### config.mk
export PLATFORM = sky130hd
export DESIGN_NAME = periodic_task_tick_scheduler_flat
export DESIGN_NICKNAME = d
export VERILOG_FILES = /design/src/sv/ptts_pkg.sv /design/src/sv/ptts_if.sv /design/src/sv/ptts_ctrl.sv /design/src/sv/ptts_datapath.sv /design/src/sv/periodic_task_tick_scheduler.sv /design/src/flat_wrapper.sv
export SDC_FILE = /design/constraint.sdc
export NUM_CORES = 2
export LEC_CHECK = 0
export BUFFER_PORTS_ARGS = -buffer_cell sky130_fd_sc_hd__buf_2
export CAP_MARGIN = 20
export CORE_ASPECT_RATIO = 0.7
export CORE_MARGIN = 1
export CORE_UTILIZATION = 30
export DETAILED_ROUTE_END_ITERATION = 8
export PLACE_DENSITY = 0.45
export SYNTH_ARGS = -nofsm -noshare
export SYNTH_HDL_FRONTEND = slang
export SYNTH_HIERARCHICAL = 1
export SYNTH_SLANG_ARGS = --single-unit
### constraint.sdc
create_clock -name clock -period 20.4 [get_ports clock]
set_input_delay 2.04 -clock clock [delete_from_list [all_inputs] [get_ports clock]]
set_output_delay 2.04 -clock clock [all_outputs]
set_load 0.005 [all_outputs]
### src/sv/ptts_pkg.sv
package ptts_pkg;

   // Field widths of the request and response beats
   localparam int MODE_W    = 2;
   localparam int SLOT_ID_W = 6;
   localparam int PERIOD_W  = 8;
   localparam int REPEAT_W  = 16;
   localparam int RUNS_W    = 16;

   // Request opcodes
   localparam logic [MODE_W-1:0] MODE_TICK = 2'd0;
   localparam logic [MODE_W-1:0] MODE_ARM  = 2'd1;
   localparam logic [MODE_W-1:0] MODE_FREE = 2'd2;

   // Repeat count that never runs out
   localparam logic signed [REPEAT_W-1:0] REPEAT_FOREVER = -16'sd1;
   localparam logic signed [REPEAT_W-1:0] REPEAT_ONE     = 16'sd1;

   // One slot table entry
   typedef struct packed {
      logic [PERIOD_W-1:0] period;
      logic [REPEAT_W-1:0] remaining;
      logic [RUNS_W-1:0]   runs;
   } entry_type;

   // One response beat
   typedef struct packed {
      logic [SLOT_ID_W-1:0] fired_slot;
      logic [RUNS_W-1:0]    run_index;
      logic                 expired;
      logic                 last;
   } result_type;

   // Controller to datapath
   typedef struct packed {
      logic arm;
      logic free;
      logic tick;
      logic idx_clear;
      logic idx_next;
      logic mod_load;
      logic mod_step;
      logic fire;
      logic flush;
   } cmd_type;

   // Datapath to controller
   typedef struct packed {
      logic armed_cur;
      logic period_zero;
      logic digit_last;
      logic rem_zero;
      logic idx_last;
      logic pending_valid;
      logic out_free;
   } status_type;

   // Eight steps of restoring remainder: fold one byte of the tick count into rem.
   // rem stays below period on entry and on exit.
   function automatic logic [PERIOD_W-1:0] mod_digit(input logic [PERIOD_W-1:0] rem,
                                                    input logic [7:0] digit,
                                                    input logic [PERIOD_W-1:0] period);
      logic [PERIOD_W:0]   part;
      logic [PERIOD_W-1:0] r;
      r = rem;
      for (int i = 7; i >= 0; i--) begin
         part = {r, digit[i]};
         if (part >= {1'b0, period}) begin
            part = part - {1'b0, period};
         end
         r = part[PERIOD_W-1:0];
      end
      return r;
   endfunction

endpackage

### src/sv/ptts_if.sv
// Request channel
interface ptts_req_if import ptts_pkg::*; ();
   logic                       valid;
   logic                       ready;
   logic [MODE_W-1:0]          mode;
   logic [SLOT_ID_W-1:0]       slot_id;
   logic [PERIOD_W-1:0]        period;
   logic signed [REPEAT_W-1:0] repeat_count;

   modport source (output valid, output mode, output slot_id, output period,
                   output repeat_count, input ready);
   modport sink   (input valid, input mode, input slot_id, input period,
                   input repeat_count, output ready);
endinterface

// Response channel
interface ptts_rsp_if import ptts_pkg::*; ();
   logic                 valid;
   logic                 ready;
   logic [SLOT_ID_W-1:0] fired_slot;
   logic [RUNS_W-1:0]    run_index;
   logic                 expired;
   logic                 last;

   modport source (output valid, output fired_slot, output run_index, output expired,
                   output last, input ready);
   modport sink   (input valid, input fired_slot, input run_index, input expired,
                   input last, output ready);
endinterface

### src/sv/ptts_ctrl.sv
module ptts_ctrl import ptts_pkg::*; (
   input  logic              clock,
   input  logic              reset,
   input  logic              req_valid,
   input  logic [MODE_W-1:0] req_mode,
   output logic              req_ready,
   input  status_type        sts,
   output cmd_type           cmd
);

   localparam logic [2:0] S_IDLE   = 3'd0;
   localparam logic [2:0] S_CHECK  = 3'd1;
   localparam logic [2:0] S_LOAD   = 3'd2;
   localparam logic [2:0] S_DIV    = 3'd3;
   localparam logic [2:0] S_EVAL   = 3'd4;
   localparam logic [2:0] S_FINISH = 3'd5;

   logic [2:0] state_ff;
   logic [2:0] state_in;
   logic       advance;

   // Next state and commands
   always_comb begin
      state_in  = state_ff;
      cmd       = '0;
      advance   = 1'b0;
      req_ready = (state_ff == S_IDLE);
      case (state_ff)
         S_IDLE: begin
            if (req_valid) begin
               case (req_mode)
                  MODE_TICK: begin
                     cmd.tick      = 1'b1;
                     cmd.idx_clear = 1'b1;
                     state_in      = S_CHECK;
                  end
                  MODE_ARM:  cmd.arm  = 1'b1;
                  MODE_FREE: cmd.free = 1'b1;
                  default: ;
               endcase
            end
         end
         S_CHECK: begin
            // empty slots advance the walk straight from this state
            if (sts.armed_cur) begin
               state_in = S_LOAD;
            end else begin
               advance = 1'b1;
            end
         end
         S_LOAD: begin
            if (sts.period_zero) begin
               advance = 1'b1;
            end else begin
               cmd.mod_load = 1'b1;
               state_in     = S_DIV;
            end
         end
         S_DIV: begin
            cmd.mod_step = 1'b1;
            if (sts.digit_last) begin
               state_in = S_EVAL;
            end
         end
         S_EVAL: begin
            // hold the firing until the held-back beat can move on
            if (!sts.rem_zero) begin
               advance = 1'b1;
            end else if (!sts.pending_valid || sts.out_free) begin
               cmd.fire = 1'b1;
               advance  = 1'b1;
            end
         end
         S_FINISH: begin
            if (!sts.pending_valid) begin
               state_in = S_IDLE;
            end else if (sts.out_free) begin
               cmd.flush = 1'b1;
               state_in  = S_IDLE;
            end
         end
         default: state_in = S_IDLE;
      endcase

      // step to the next slot or close the walk
      if (advance) begin
         if (sts.idx_last) begin
            state_in = S_FINISH;
         end else begin
            cmd.idx_next = 1'b1;
            state_in     = S_CHECK;
         end
      end
   end

   always_ff @(posedge clock) begin
      if (reset) begin
         state_ff <= S_IDLE;
      end else begin
         state_ff <= state_in;
      end
   end

endmodule

### src/sv/ptts_datapath.sv
module ptts_datapath import ptts_pkg::*; #(
   parameter int SLOT_COUNT = 64,
   parameter int TICK_WIDTH = 32
) (
   input  logic                       clock,
   input  logic                       reset,
   input  cmd_type                    cmd,
   output status_type                 sts,
   input  logic [SLOT_ID_W-1:0]       req_slot_id,
   input  logic [PERIOD_W-1:0]        req_period,
   input  logic signed [REPEAT_W-1:0] req_repeat_count,
   input  logic                       rsp_ready,
   output logic                       rsp_valid,
   output result_type                 rsp_result
);

   localparam int SW     = $clog2(SLOT_COUNT);
   localparam int DIGITS = (TICK_WIDTH + 7) / 8;
   localparam int PAD_W  = DIGITS * 8;
   localparam int DCW    = (DIGITS > 1) ? $clog2(DIGITS) : 1;

   // Slot table and its registered read port
   entry_type mem [SLOT_COUNT];
   entry_type rd_ff;

   logic [SLOT_COUNT-1:0] armed_ff, armed_in;
   logic [SW-1:0]         idx_ff, idx_in;
   logic [TICK_WIDTH-1:0] tick_ff, tick_in;

   logic [PAD_W-1:0]    shift_ff, shift_in;
   logic [PERIOD_W-1:0] rem_ff, rem_in;
   logic [DCW-1:0]      digit_ff, digit_in;

   result_type pend_ff, pend_in;
   logic       pend_valid_ff, pend_valid_in;
   result_type out_ff, out_in;
   logic       out_valid_ff, out_valid_in;

   logic                       arm_hit;
   logic [SW-1:0]              arm_addr;
   logic signed [REPEAT_W-1:0] rd_remaining;
   logic                       fire_forever;
   logic                       fire_expired;
   logic                       out_free;
   logic                       mem_we;
   logic [SW-1:0]              mem_addr;
   entry_type                  mem_wdata;
   result_type                 fire_result;

   assign arm_hit  = (32'(req_slot_id) < SLOT_COUNT);
   assign arm_addr = SW'(req_slot_id);

   // Firing of the current slot
   assign rd_remaining = $signed(rd_ff.remaining);
   assign fire_forever = (rd_remaining == REPEAT_FOREVER);
   assign fire_expired = !fire_forever && (rd_remaining <= REPEAT_ONE);

   always_comb begin
      fire_result.fired_slot = SLOT_ID_W'(idx_ff);
      fire_result.run_index  = rd_ff.runs;
      fire_result.expired    = fire_expired;
      fire_result.last       = 1'b0;
   end

   // Table write: arm from the request, or write back after a firing
   always_comb begin
      mem_we   = (cmd.arm && arm_hit) || cmd.fire;
      mem_addr = cmd.arm ? arm_addr : idx_ff;
      if (cmd.arm) begin
         mem_wdata.period    = req_period;
         mem_wdata.remaining = req_repeat_count;
         mem_wdata.runs      = '0;
      end else begin
         mem_wdata.period    = rd_ff.period;
         mem_wdata.remaining = fire_forever ? rd_ff.remaining : rd_ff.remaining - 1'b1;
         mem_wdata.runs      = rd_ff.runs + 1'b1;
      end
   end

   always_ff @(posedge clock) begin
      if (mem_we) begin
         mem[mem_addr] <= mem_wdata;
      end
      rd_ff <= mem[idx_ff];
   end

   // Armed flags, slot index and tick counter
   always_comb begin
      armed_in = armed_ff;
      if (cmd.arm && arm_hit) begin
         armed_in[arm_addr] = 1'b1;
      end
      if (cmd.free && arm_hit) begin
         armed_in[arm_addr] = 1'b0;
      end
      if (cmd.fire && fire_expired) begin
         armed_in[idx_ff] = 1'b0;
      end

      idx_in = idx_ff;
      if (cmd.idx_clear) begin
         idx_in = '0;
      end else if (cmd.idx_next) begin
         idx_in = idx_ff + 1'b1;
      end

      tick_in = cmd.tick ? tick_ff + 1'b1 : tick_ff;
   end

   // Tick count modulo period, one byte per cycle from the top
   always_comb begin
      shift_in = shift_ff;
      rem_in   = rem_ff;
      digit_in = digit_ff;
      if (cmd.mod_load) begin
         shift_in = PAD_W'(tick_ff);
         rem_in   = '0;
         digit_in = DCW'(DIGITS - 1);
      end else if (cmd.mod_step) begin
         shift_in = shift_ff << 8;
         rem_in   = mod_digit(rem_ff, shift_ff[PAD_W-1 -: 8], rd_ff.period);
         digit_in = digit_ff - 1'b1;
      end
   end

   // One beat is held back until the next firing or the end of the walk
   // decides its last flag
   assign out_free = !out_valid_ff || rsp_ready;

   always_comb begin
      pend_in       = pend_ff;
      pend_valid_in = pend_valid_ff;
      out_in        = out_ff;
      out_valid_in  = out_valid_ff && !rsp_ready;
      if (cmd.fire) begin
         if (pend_valid_ff) begin
            out_in       = pend_ff;
            out_valid_in = 1'b1;
         end
         pend_in       = fire_result;
         pend_valid_in = 1'b1;
      end else if (cmd.flush) begin
         out_in        = pend_ff;
         out_in.last   = 1'b1;
         out_valid_in  = 1'b1;
         pend_valid_in = 1'b0;
      end
   end

   always_ff @(posedge clock) begin
      if (reset) begin
         armed_ff      <= '0;
         idx_ff        <= '0;
         tick_ff       <= '0;
         digit_ff      <= '0;
         pend_valid_ff <= 1'b0;
         out_valid_ff  <= 1'b0;
      end else begin
         armed_ff      <= armed_in;
         idx_ff        <= idx_in;
         tick_ff       <= tick_in;
         digit_ff      <= digit_in;
         pend_valid_ff <= pend_valid_in;
         out_valid_ff  <= out_valid_in;
      end
   end

   always_ff @(posedge clock) begin
      shift_ff <= shift_in;
      rem_ff   <= rem_in;
      pend_ff  <= pend_in;
      out_ff   <= out_in;
   end

   // Status
   always_comb begin
      sts.armed_cur     = armed_ff[idx_ff];
      sts.period_zero   = (rd_ff.period == '0);
      sts.digit_last    = (digit_ff == '0);
      sts.rem_zero      = (rem_ff == '0);
      sts.idx_last      = (idx_ff == SW'(SLOT_COUNT - 1));
      sts.pending_valid = pend_valid_ff;
      sts.out_free      = out_free;
   end

   assign rsp_valid  = out_valid_ff;
   assign rsp_result = out_ff;

endmodule

### src/sv/periodic_task_tick_scheduler.sv
// Periodic task tick scheduler.
// req_bus carries one beat per command: tick, arm slot or free slot. Arm and free
// take effect in idle and produce no response. A tick advances the wrapping tick counter
// and walks all slots in order; every armed slot whose nonzero period divides the
// new count fires one rsp_bus beat (slot id, run index, expired), and the final beat
// of a tick carries last. A tick that fires nothing produces no beat.
// A tick is accepted, then the walk visits each slot: an empty slot is skipped, an armed
// slot of zero period is skipped once its entry is read, and any other armed slot has
// the tick count reduced modulo its period over DIGITS = ceil(TICK_WIDTH/8) bytes and
// is then evaluated; a final step closes the walk. The byte-wide remainder unit folds
// eight bits of the tick count into the remainder per cycle.
// req_bus.ready is high only while no tick walk is in progress.
// Responses pass through a one-beat output register plus one held-back beat; when
// rsp_bus stalls, the walk waits at the next firing until a register frees up.
// Reset (synchronous) clears the tick counter and disarms every slot; the slot
// table itself is not cleared, as arming writes a whole entry.
module periodic_task_tick_scheduler import ptts_pkg::*; #(
   parameter int SLOT_COUNT = 64,
   parameter int TICK_WIDTH = 32
) (
   input logic        clock,
   input logic        reset,
   ptts_req_if.sink   req_bus,
   ptts_rsp_if.source rsp_bus
);

   cmd_type    cmd;
   status_type sts;
   logic       ctl_ready;
   logic       dp_valid;
   result_type dp_result;

   ptts_ctrl u_ctrl (
      .clock     (clock),
      .reset     (reset),
      .req_valid (req_bus.valid),
      .req_mode  (req_bus.mode),
      .req_ready (ctl_ready),
      .sts       (sts),
      .cmd       (cmd)
   );

   ptts_datapath #(
      .SLOT_COUNT (SLOT_COUNT),
      .TICK_WIDTH (TICK_WIDTH)
   ) u_datapath (
      .clock            (clock),
      .reset            (reset),
      .cmd              (cmd),
      .sts              (sts),
      .req_slot_id      (req_bus.slot_id),
      .req_period       (req_bus.period),
      .req_repeat_count (req_bus.repeat_count),
      .rsp_ready        (rsp_bus.ready),
      .rsp_valid        (dp_valid),
      .rsp_result       (dp_result)
   );

   assign req_bus.ready      = ctl_ready;
   assign rsp_bus.valid      = dp_valid;
   assign rsp_bus.fired_slot = dp_result.fired_slot;
   assign rsp_bus.run_index  = dp_result.run_index;
   assign rsp_bus.expired    = dp_result.expired;
   assign rsp_bus.last       = dp_result.last;

   // No held-back beat survives into idle
   a_idle_no_pending: assert property (@(posedge clock) disable iff (reset)
      req_bus.ready |-> !sts.pending_valid)
      else $error("held-back beat left over while idle");

   // A tick blocks further commands on the next cycle
   a_tick_busy: assert property (@(posedge clock) disable iff (reset)
      (req_bus.valid && req_bus.ready && req_bus.mode == MODE_TICK) |=> !req_bus.ready)
      else $error("ready high right after a tick");

   // Only armed slots with a zero remainder fire
   a_fire_armed: assert property (@(posedge clock) disable iff (reset)
      cmd.fire |-> (sts.armed_cur && sts.rem_zero && !sts.period_zero))
      else $error("firing of a slot that does not match");

   // The final beat only moves into a free output register
   a_flush_room: assert property (@(posedge clock) disable iff (reset)
      cmd.flush |-> (sts.pending_valid && sts.out_free))
      else $error("last beat pushed without room");

endmodule

### src/flat_wrapper.sv
// flat-port wrapper written by rule: the top's interface ports become plain ports
module periodic_task_tick_scheduler_flat import ptts_pkg::*;
#(
   parameter int SLOT_COUNT = 64,
   parameter int TICK_WIDTH = 32
)
  (clock, reset, req_bus_valid, req_bus_mode, req_bus_slot_id, req_bus_period, req_bus_repeat_count, req_bus_ready, rsp_bus_valid, rsp_bus_fired_slot, rsp_bus_run_index, rsp_bus_expired, rsp_bus_last, rsp_bus_ready);
  ptts_req_if req_bus_i ();
  ptts_rsp_if rsp_bus_i ();
  input logic clock;
  input logic reset;
  input wire logic [$bits(req_bus_i.valid)-1:0] req_bus_valid;
  input wire logic [$bits(req_bus_i.mode)-1:0] req_bus_mode;
  input wire logic [$bits(req_bus_i.slot_id)-1:0] req_bus_slot_id;
  input wire logic [$bits(req_bus_i.period)-1:0] req_bus_period;
  input wire logic [$bits(req_bus_i.repeat_count)-1:0] req_bus_repeat_count;
  output wire logic [$bits(req_bus_i.ready)-1:0] req_bus_ready;
  output wire logic [$bits(rsp_bus_i.valid)-1:0] rsp_bus_valid;
  output wire logic [$bits(rsp_bus_i.fired_slot)-1:0] rsp_bus_fired_slot;
  output wire logic [$bits(rsp_bus_i.run_index)-1:0] rsp_bus_run_index;
  output wire logic [$bits(rsp_bus_i.expired)-1:0] rsp_bus_expired;
  output wire logic [$bits(rsp_bus_i.last)-1:0] rsp_bus_last;
  input wire logic [$bits(rsp_bus_i.ready)-1:0] rsp_bus_ready;
  assign req_bus_i.valid = req_bus_valid;
  assign req_bus_i.mode = req_bus_mode;
  assign req_bus_i.slot_id = req_bus_slot_id;
  assign req_bus_i.period = req_bus_period;
  assign req_bus_i.repeat_count = req_bus_repeat_count;
  assign req_bus_ready = req_bus_i.ready;
  assign rsp_bus_valid = rsp_bus_i.valid;
  assign rsp_bus_fired_slot = rsp_bus_i.fired_slot;
  assign rsp_bus_run_index = rsp_bus_i.run_index;
  assign rsp_bus_expired = rsp_bus_i.expired;
  assign rsp_bus_last = rsp_bus_i.last;
  assign rsp_bus_i.ready = rsp_bus_ready;
  periodic_task_tick_scheduler #(.SLOT_COUNT(SLOT_COUNT), .TICK_WIDTH(TICK_WIDTH)) u_core (.clock(clock), .reset(reset), .req_bus(req_bus_i), .rsp_bus(rsp_bus_i));
endmodule
Word level (Yosys, flattened, before mapping)
Memory sizes are Yosys's and may differ from the RTL's. A register that Yosys moved wholly into a read port is not among the register bits.
Index checks and enable logic that the tools add are counted.
W data, S select, Z words.
- bits in read-only memories: 0
- memories kept: 1
- output and inout bits: 26
- input port bits: 36
- RAM bits: 2560
- register bits after elaboration: 196
- latch bits: 0
- memories (memory ; words ; bits a word ; read ports ; clocked after Yosys merged registers in ; write ports ; line ; source):
    u_core.u_datapath.mem ; 64 ; 40 ; 1 ; 1 ; 1 ; ptts_datapath.sv:23 ; entry_type mem [SLOT_COUNT];
- reduce and logical (&&, ||, !) cells: 22
- divide/modulo/power cells: 0
- $add $sub $neg: 13
- shifts and indexed selects: 0
- multiply operators: 0
- magnitude comparators: 13
- multiplexer cells: 78
- eq/ne operators: 17
- bitwise logic cells: 5
- operator list (kind ; number):
    $mux W64 ; 3
    $mux W8 ; 22
    $and A64 B64 Y64 ; 2
    $not A64 Y64 ; 2
    $ge A9 B8 Y1 ; 8
    $mux W24 ; 3
    $mux W32 ; 2
    $or A64 B64 Y64 ; 1
    $sub A8 B8 Y8 ; 8
    $mux W40 ; 1
    $add A32 B1 Y32 const B ; 1
    $mux W3 ; 9
    $mux W1 ; 26
    $pmux W3 S6 ; 1
    $add A16 B1 Y16 const B ; 1
    $eq A16 B1 Y1 const B ; 1
    $le A16 B2 Y1 const B ; 1
    $logic_not A8 Y1 ; 2
    $mux W16 ; 1
    $sub A16 B1 Y16 const B ; 1
    $lt A6 B7 Y1 const B ; 2
    $demux W1 S6 ; 2
    $ge A6 B1 Y1 const B ; 2
    $ne A3 B2 Y1 const B ; 3
    27 further kinds ; 43

Logic depth before layout (Yosys ltp)
- depth after elaboration: 30
- depth in mapped cells: 88

By module
Netlist, hierarchy kept.
- by module, submodules not included (module ; sequential area each (µm²) ; cells each ; times used ; area each (µm²)):
    ptts_datapath ; 82329.0 ; 6231 ; 1 ; 105222.2
    ptts_ctrl ; 60.1 ; 44 ; 1 ; 350.3

Worst setup path after synthesis
Ideal clock, no wire load.
- path type: flip-flop to flip-flop
- start: reg, netlist name u_core/u_datapath/rd_ff[33]
- end: reg u_core.u_datapath.rem_ff[0]
- buffers on the path: 7
- data arrival time: 17375 ps
- required time: 20321 ps
- cell stages (with the launch flop): 87
- path slack: 2945 ps
- cell sequence: dfxtp_1 > inv_1 > ha_1 > nand2b_1 > a21oi_1 > o221ai_1 > nand2_1 > buf_6 > o21ai_0 > inv_1 > ha_1 > nor2b_1 > o31a_1 > o21ai_1 > nand2b_1 > and3_1 > buf_6 > mux2i_1 > (+51 left out) > a21boi_0 > nand2_1 > o21ai_0 > ha_1 > nor2b_1 > o21ai_0 > a21boi_0 > o21ai_0 > nand2b_1 > a21o_1 > a21oi_1 > o21ai_0 > a21oi_1 > o2111ai_1 > mux2_4 > buf_6 > mux2_4 > a211oi_2
- cells in the longest elaborated chain, start to end: 30
- elaborated cells on any way between the ends: 40
- classes of those cells: add/sub: 7; order compare: 8; mux: 24; reduce/logical: 1
- RTL lines (what ; line ; source):
    $sub A8 B8 Y8 or $ge A9 B8 Y1 (tied branches) ; ptts_pkg.sv:69, ptts_pkg.sv:68 ;
    $mux W8 ; ptts_pkg.sv:68 ; if (part >= {1'b0, period}) begin
    $mux W8 ; ptts_datapath.sv:119 ; end else if (cmd.mod_step) begin
    $mux W8 ; ptts_datapath.sv:115 ; if (cmd.mod_load) begin
    $sub A8 B8 Y8 or $ge A9 B8 Y1 (tied branches) ; ptts_pkg.sv:69, ptts_pkg.sv:68 ;
    $mux W8 ; ptts_pkg.sv:68 ;
    $mux W8 ; ptts_datapath.sv:119 ;
    $mux W8 ; ptts_datapath.sv:115 ;
    (+14 left out) ; - ;
    $mux W8 ; ptts_datapath.sv:119 ;
    $mux W8 ; ptts_datapath.sv:115 ;
    $sub A8 B8 Y8 or $ge A9 B8 Y1 (tied branches) ; ptts_pkg.sv:69, ptts_pkg.sv:68 ;
    $mux W8 ; ptts_pkg.sv:68 ;
    $mux W8 ; ptts_datapath.sv:119 ;
    $mux W8 ; ptts_datapath.sv:115 ;
    $ge A9 B8 Y1 ; ptts_pkg.sv:68 ;
    $mux W8 ; ptts_pkg.sv:68 ;
    to (signal assigned) ; ptts_datapath.sv:170 ; rem_ff <= rem_in;
    to (decl) ; ptts_datapath.sv:31 ; logic [PERIOD_W-1:0] rem_ff, rem_in;
Parallel ways exist; a longest one is shown, timed or not. The select of a mux whose other input is x is not followed.
A chain may end at the register's enable or synchronous reset.

Final worst setup path
- start: reg, netlist name u_core/u_datapath/rd_ff[33]
- end: reg u_core.u_datapath.rem_ff[0]
- cells in the longest elaborated chain, start to end: 30
- elaborated cells on any way between the ends: 40
- classes of those cells: add/sub: 7; order compare: 8; mux: 24; reduce/logical: 1
- RTL lines (what ; line):
    $sub A8 B8 Y8 or $ge A9 B8 Y1 (tied branches) ; ptts_pkg.sv:69, ptts_pkg.sv:68
    $mux W8 ; ptts_pkg.sv:68
    $mux W8 ; ptts_datapath.sv:119
    $mux W8 ; ptts_datapath.sv:115
    $sub A8 B8 Y8 or $ge A9 B8 Y1 (tied branches) ; ptts_pkg.sv:69, ptts_pkg.sv:68
    $mux W8 ; ptts_pkg.sv:68
    $mux W8 ; ptts_datapath.sv:119
    $mux W8 ; ptts_datapath.sv:115
    (+14 left out) ; -
    $mux W8 ; ptts_datapath.sv:119
    $mux W8 ; ptts_datapath.sv:115
    $sub A8 B8 Y8 or $ge A9 B8 Y1 (tied branches) ; ptts_pkg.sv:69, ptts_pkg.sv:68
    $mux W8 ; ptts_pkg.sv:68
    $mux W8 ; ptts_datapath.sv:119
    $mux W8 ; ptts_datapath.sv:115
    $ge A9 B8 Y1 ; ptts_pkg.sv:68
    $mux W8 ; ptts_pkg.sv:68
Parallel ways exist; a longest one is shown, timed or not. The select of a mux whose other input is x is not followed.

==> impl_metrics.toml <==
[floorplan]
die_area_sq_um = 354000
die_w_um = 711
floorplan.initialDensity_pct = 30.3
core-area_sq_um = 349000
std_cell_rows = 181
io_pins = 62
die_h_um = 498

[critical_path]
r2r-start = "u_core/u_datapath/rd_ff[33]$_DFF_P_"
r2r_slack_ns = 1.52
end_kind = "flop"
cp-startpoint = "u_core/u_datapath/rd_ff[33]$_DFF_P_"
cp.required_ns = 21.19
r2r.worst_path.cells = 80
crit_top_cell = "o21ai_0"
path_max_fanout = 16
endpoint = "u_core/u_datapath/rem_ff[0]$_SDFFE_PP0P_"
path_buf_inv = 5
cp-start-kind = "flop"
cp.depth = 80
critical_path.top_delay_family = "compound AO/OA/AOI/OAI gates"
cp.arrival_ns = 19.67
crit_type = "reg -> reg"
slowest_delay_ns = 0.56
cpMaxStageDelayCell = "or3_1"
r2r_end = "u_core/u_datapath/rem_ff[0]$_SDFFE_PP0P_"

[clock_network]
clkSlewWorstSetupHoldPaths_ns = 0.06
cts_buffer_depth = 4
clockRootBuffer = "clkbuf_16"
numClockSinks = 2796
clkLatencyLatePin_ns = 0.88
cts_tree = "yes"
cts-buffers-inserted = 283
post_cts_buffers = 0
h-tree-depth = 5

[yosys]
synth_top_area_share_pct = 75.1
netlist_area_sq_um = 106000
yosysWarnings = 6
async_flop_share_pct = 0
synthDistinctLibCells = 88
ys_ff_latch = 2796
synth_edf_count = 2639
avgSynthCellArea_sq_um = 16.8
synthTopCellsByArea = "edfxtp_1 75%, a22oi_1 7.0%, dfxtp_1 3.0%"
ys.flop_type = "edfxtp_1"
synthCells = 6275
ys_seq_area_share_pct = 78.0
synth_area_leader_cell = "edfxtp_1"
syn_nets = 6390

[timing]
tightest_slew_ns = 1.21
clock_skew_ns = 0.0468
min_period_over_period_pct = 92.5
slew_viol_final = 0
rsz0062_at_grt = "false"
period_needed_ns = 18.88
timing.fmax_mhz = 53.0
setup_viol = 0
hold_violations = 0
max-slew-margin-rel_pct = 19.2
finalSetupTns_ns = 0

[finish]
nets = 6632
fin_cells = 11400
layout-drive-gt1-share_pct = 14.0
area_growth_pct = 15.9
final_common_cell = "edfxtp_1"
layout_common_cells = "2639 x edfxtp_1, 985 x a22oi_1, 295 x clkbuf_16"

[global_routing]
grt_use_total_pct = 21.9
grt-ovfl-total = 0
grt_max_degree = 105
grt_pass1_vias = 61800
antenna_found_initial = 35
grt_first_pass_wirelength_um = 542000

[routing]
initialDrtViolationCount = 9651
wire_per_inst_um = 35.3
drtPass1Iterations = 6
ant_nets = 0
vias = 65900
drc_errors = 0
via_per_inst = 5.78
routed_wl_um = 403000

[outcome]
status = "finished, final reports clean"

[place]
dp_cells = 10900
gp_congestion = 0.803
dp_hpwl_um = 222000
port_buffers = 61

[job]
max-cap-violations = 0

[hold_path]
hold_path.class = "reg -> reg"
hold_depth = 0
-- metal layers --
metal | vias up | GRT usage (%) | share of wire [%]
li1 | 26600 | - | -
met4 | 22 | 4.74 | 2.2
met1 | 35200 | 33.9 | 46
met2 | 3510 | 30.9 | 41
met3 | 509 | 5.41 | 11
met5 | - | 0 | 0.037
-- cells in the mapped netlist, types with 41 or more instances --
library cell	count
dfxtp_1	157
a22oi_1	985
nand2_1	143
nand3_1	60
inv_1	56
buf_1	94
a221oi_1	169
a2111oi_0	65
a22o_1	165
edfxtp_1	2639
ha_1	71
clkbuf_1	290
a41oi_1	105
mux2_2	47
nand4_1	84
a31oi_1	171
nor2_1	262
nor4_1	56
xnor2_1	41
a21oi_1	171
xor2_1	47
o21ai_0	81
-- metrics by stage --
step	instance area, sq um	util [%]	setup WS [ns]	hold slack, ns
3_3_place_gp	113000	32.5	1.13	0.411
5_1_grt	122000	35.1	0.0273	0.412
6_report	122000	35.1	1.52	0.408
4_1_cts	122000	35.0	1.00	0.401
3_5_place_dp	114000	32.5	1.10	0.405
2_1_floorplan	106000	-	2.95	0.400
-- state kept, by name, indices dropped and copies added (netlist names) --
signal	count
u_core/u_datapath/pend_ff	23
u_core/u_ctrl/state_ff	3
u_core/u_datapath/fire_result	16
u_core/u_datapath/tick_ff	32
u_core/u_datapath/mem	2560
u_core/u_datapath/rsp_result	24
u_core/u_datapath/rem_ff	8
u_core/u_datapath/rd_remaining	16
u_core/u_datapath/idx_ff	6
u_core/u_datapath/rsp_valid	1
u_core/u_datapath/armed_ff	64
u_core/u_datapath/shift_ff	32
u_core/u_datapath/digit_ff	2
u_core/u_datapath/pend_valid_ff	1
u_core/u_datapath/rd_ff	8
-- worst min-delay path by stage --
stage	start	to	slack, ns
finish	u_core/u_datapath/pend_ff[15]$_DFFE_PP_	u_core/u_datapath/rsp_result[15]$_DFFE_PP_	0.41
CTS	u_core/u_datapath/pend_ff[15]$_DFFE_PP_	u_core/u_datapath/rsp_result[15]$_DFFE_PP_	0.40
global placement	u_core/u_datapath/pend_ff[15]$_DFFE_PP_	u_core/u_datapath/rsp_result[15]$_DFFE_PP_	0.41
floorplan	u_core/u_datapath/pend_ff[10]$_DFFE_PP_	u_core/u_datapath/rsp_result[10]$_DFFE_PP_	0.40
global route	u_core/u_datapath/pend_ff[15]$_DFFE_PP_	u_core/u_datapath/rsp_result[15]$_DFFE_PP_	0.41
detailed placement	u_core/u_datapath/pend_ff[15]$_DFFE_PP_	u_core/u_datapath/rsp_result[15]$_DFFE_PP_	0.40
-- cell families after synthesis --
family / Yosys count / synth area share [%]
flops: 2796 / 78.0
compound gates: 2025 / 14.3
simple gates: 771 / 3.58
buf+inv: 449 / 1.65
xor+xnor: 88 / 0.730
fa+ha+maj: 79 / 0.993
mux: 67 / 0.704
-- layout make-up --
cell class	count	area [sq um]
clock inverters	121	890
well taps	4666	5840
multi-input cells	3030	22500
flip-flops and latches	2796	82400
fillers	32900	226000
inverters	56	210
repair buffers	350	2680
diodes	7	17.5
clock buffers	380	7810
-- repair_timing --
item / CTS / global route
resized for setup: 0 / 9
hold buffers: 0 / 0
endpoints found under the setup margin: 0 / 8
Power is left out: the tool's default activity adds up to more than one toggle a clock period on the data nets, which glitch-free logic cannot reach.
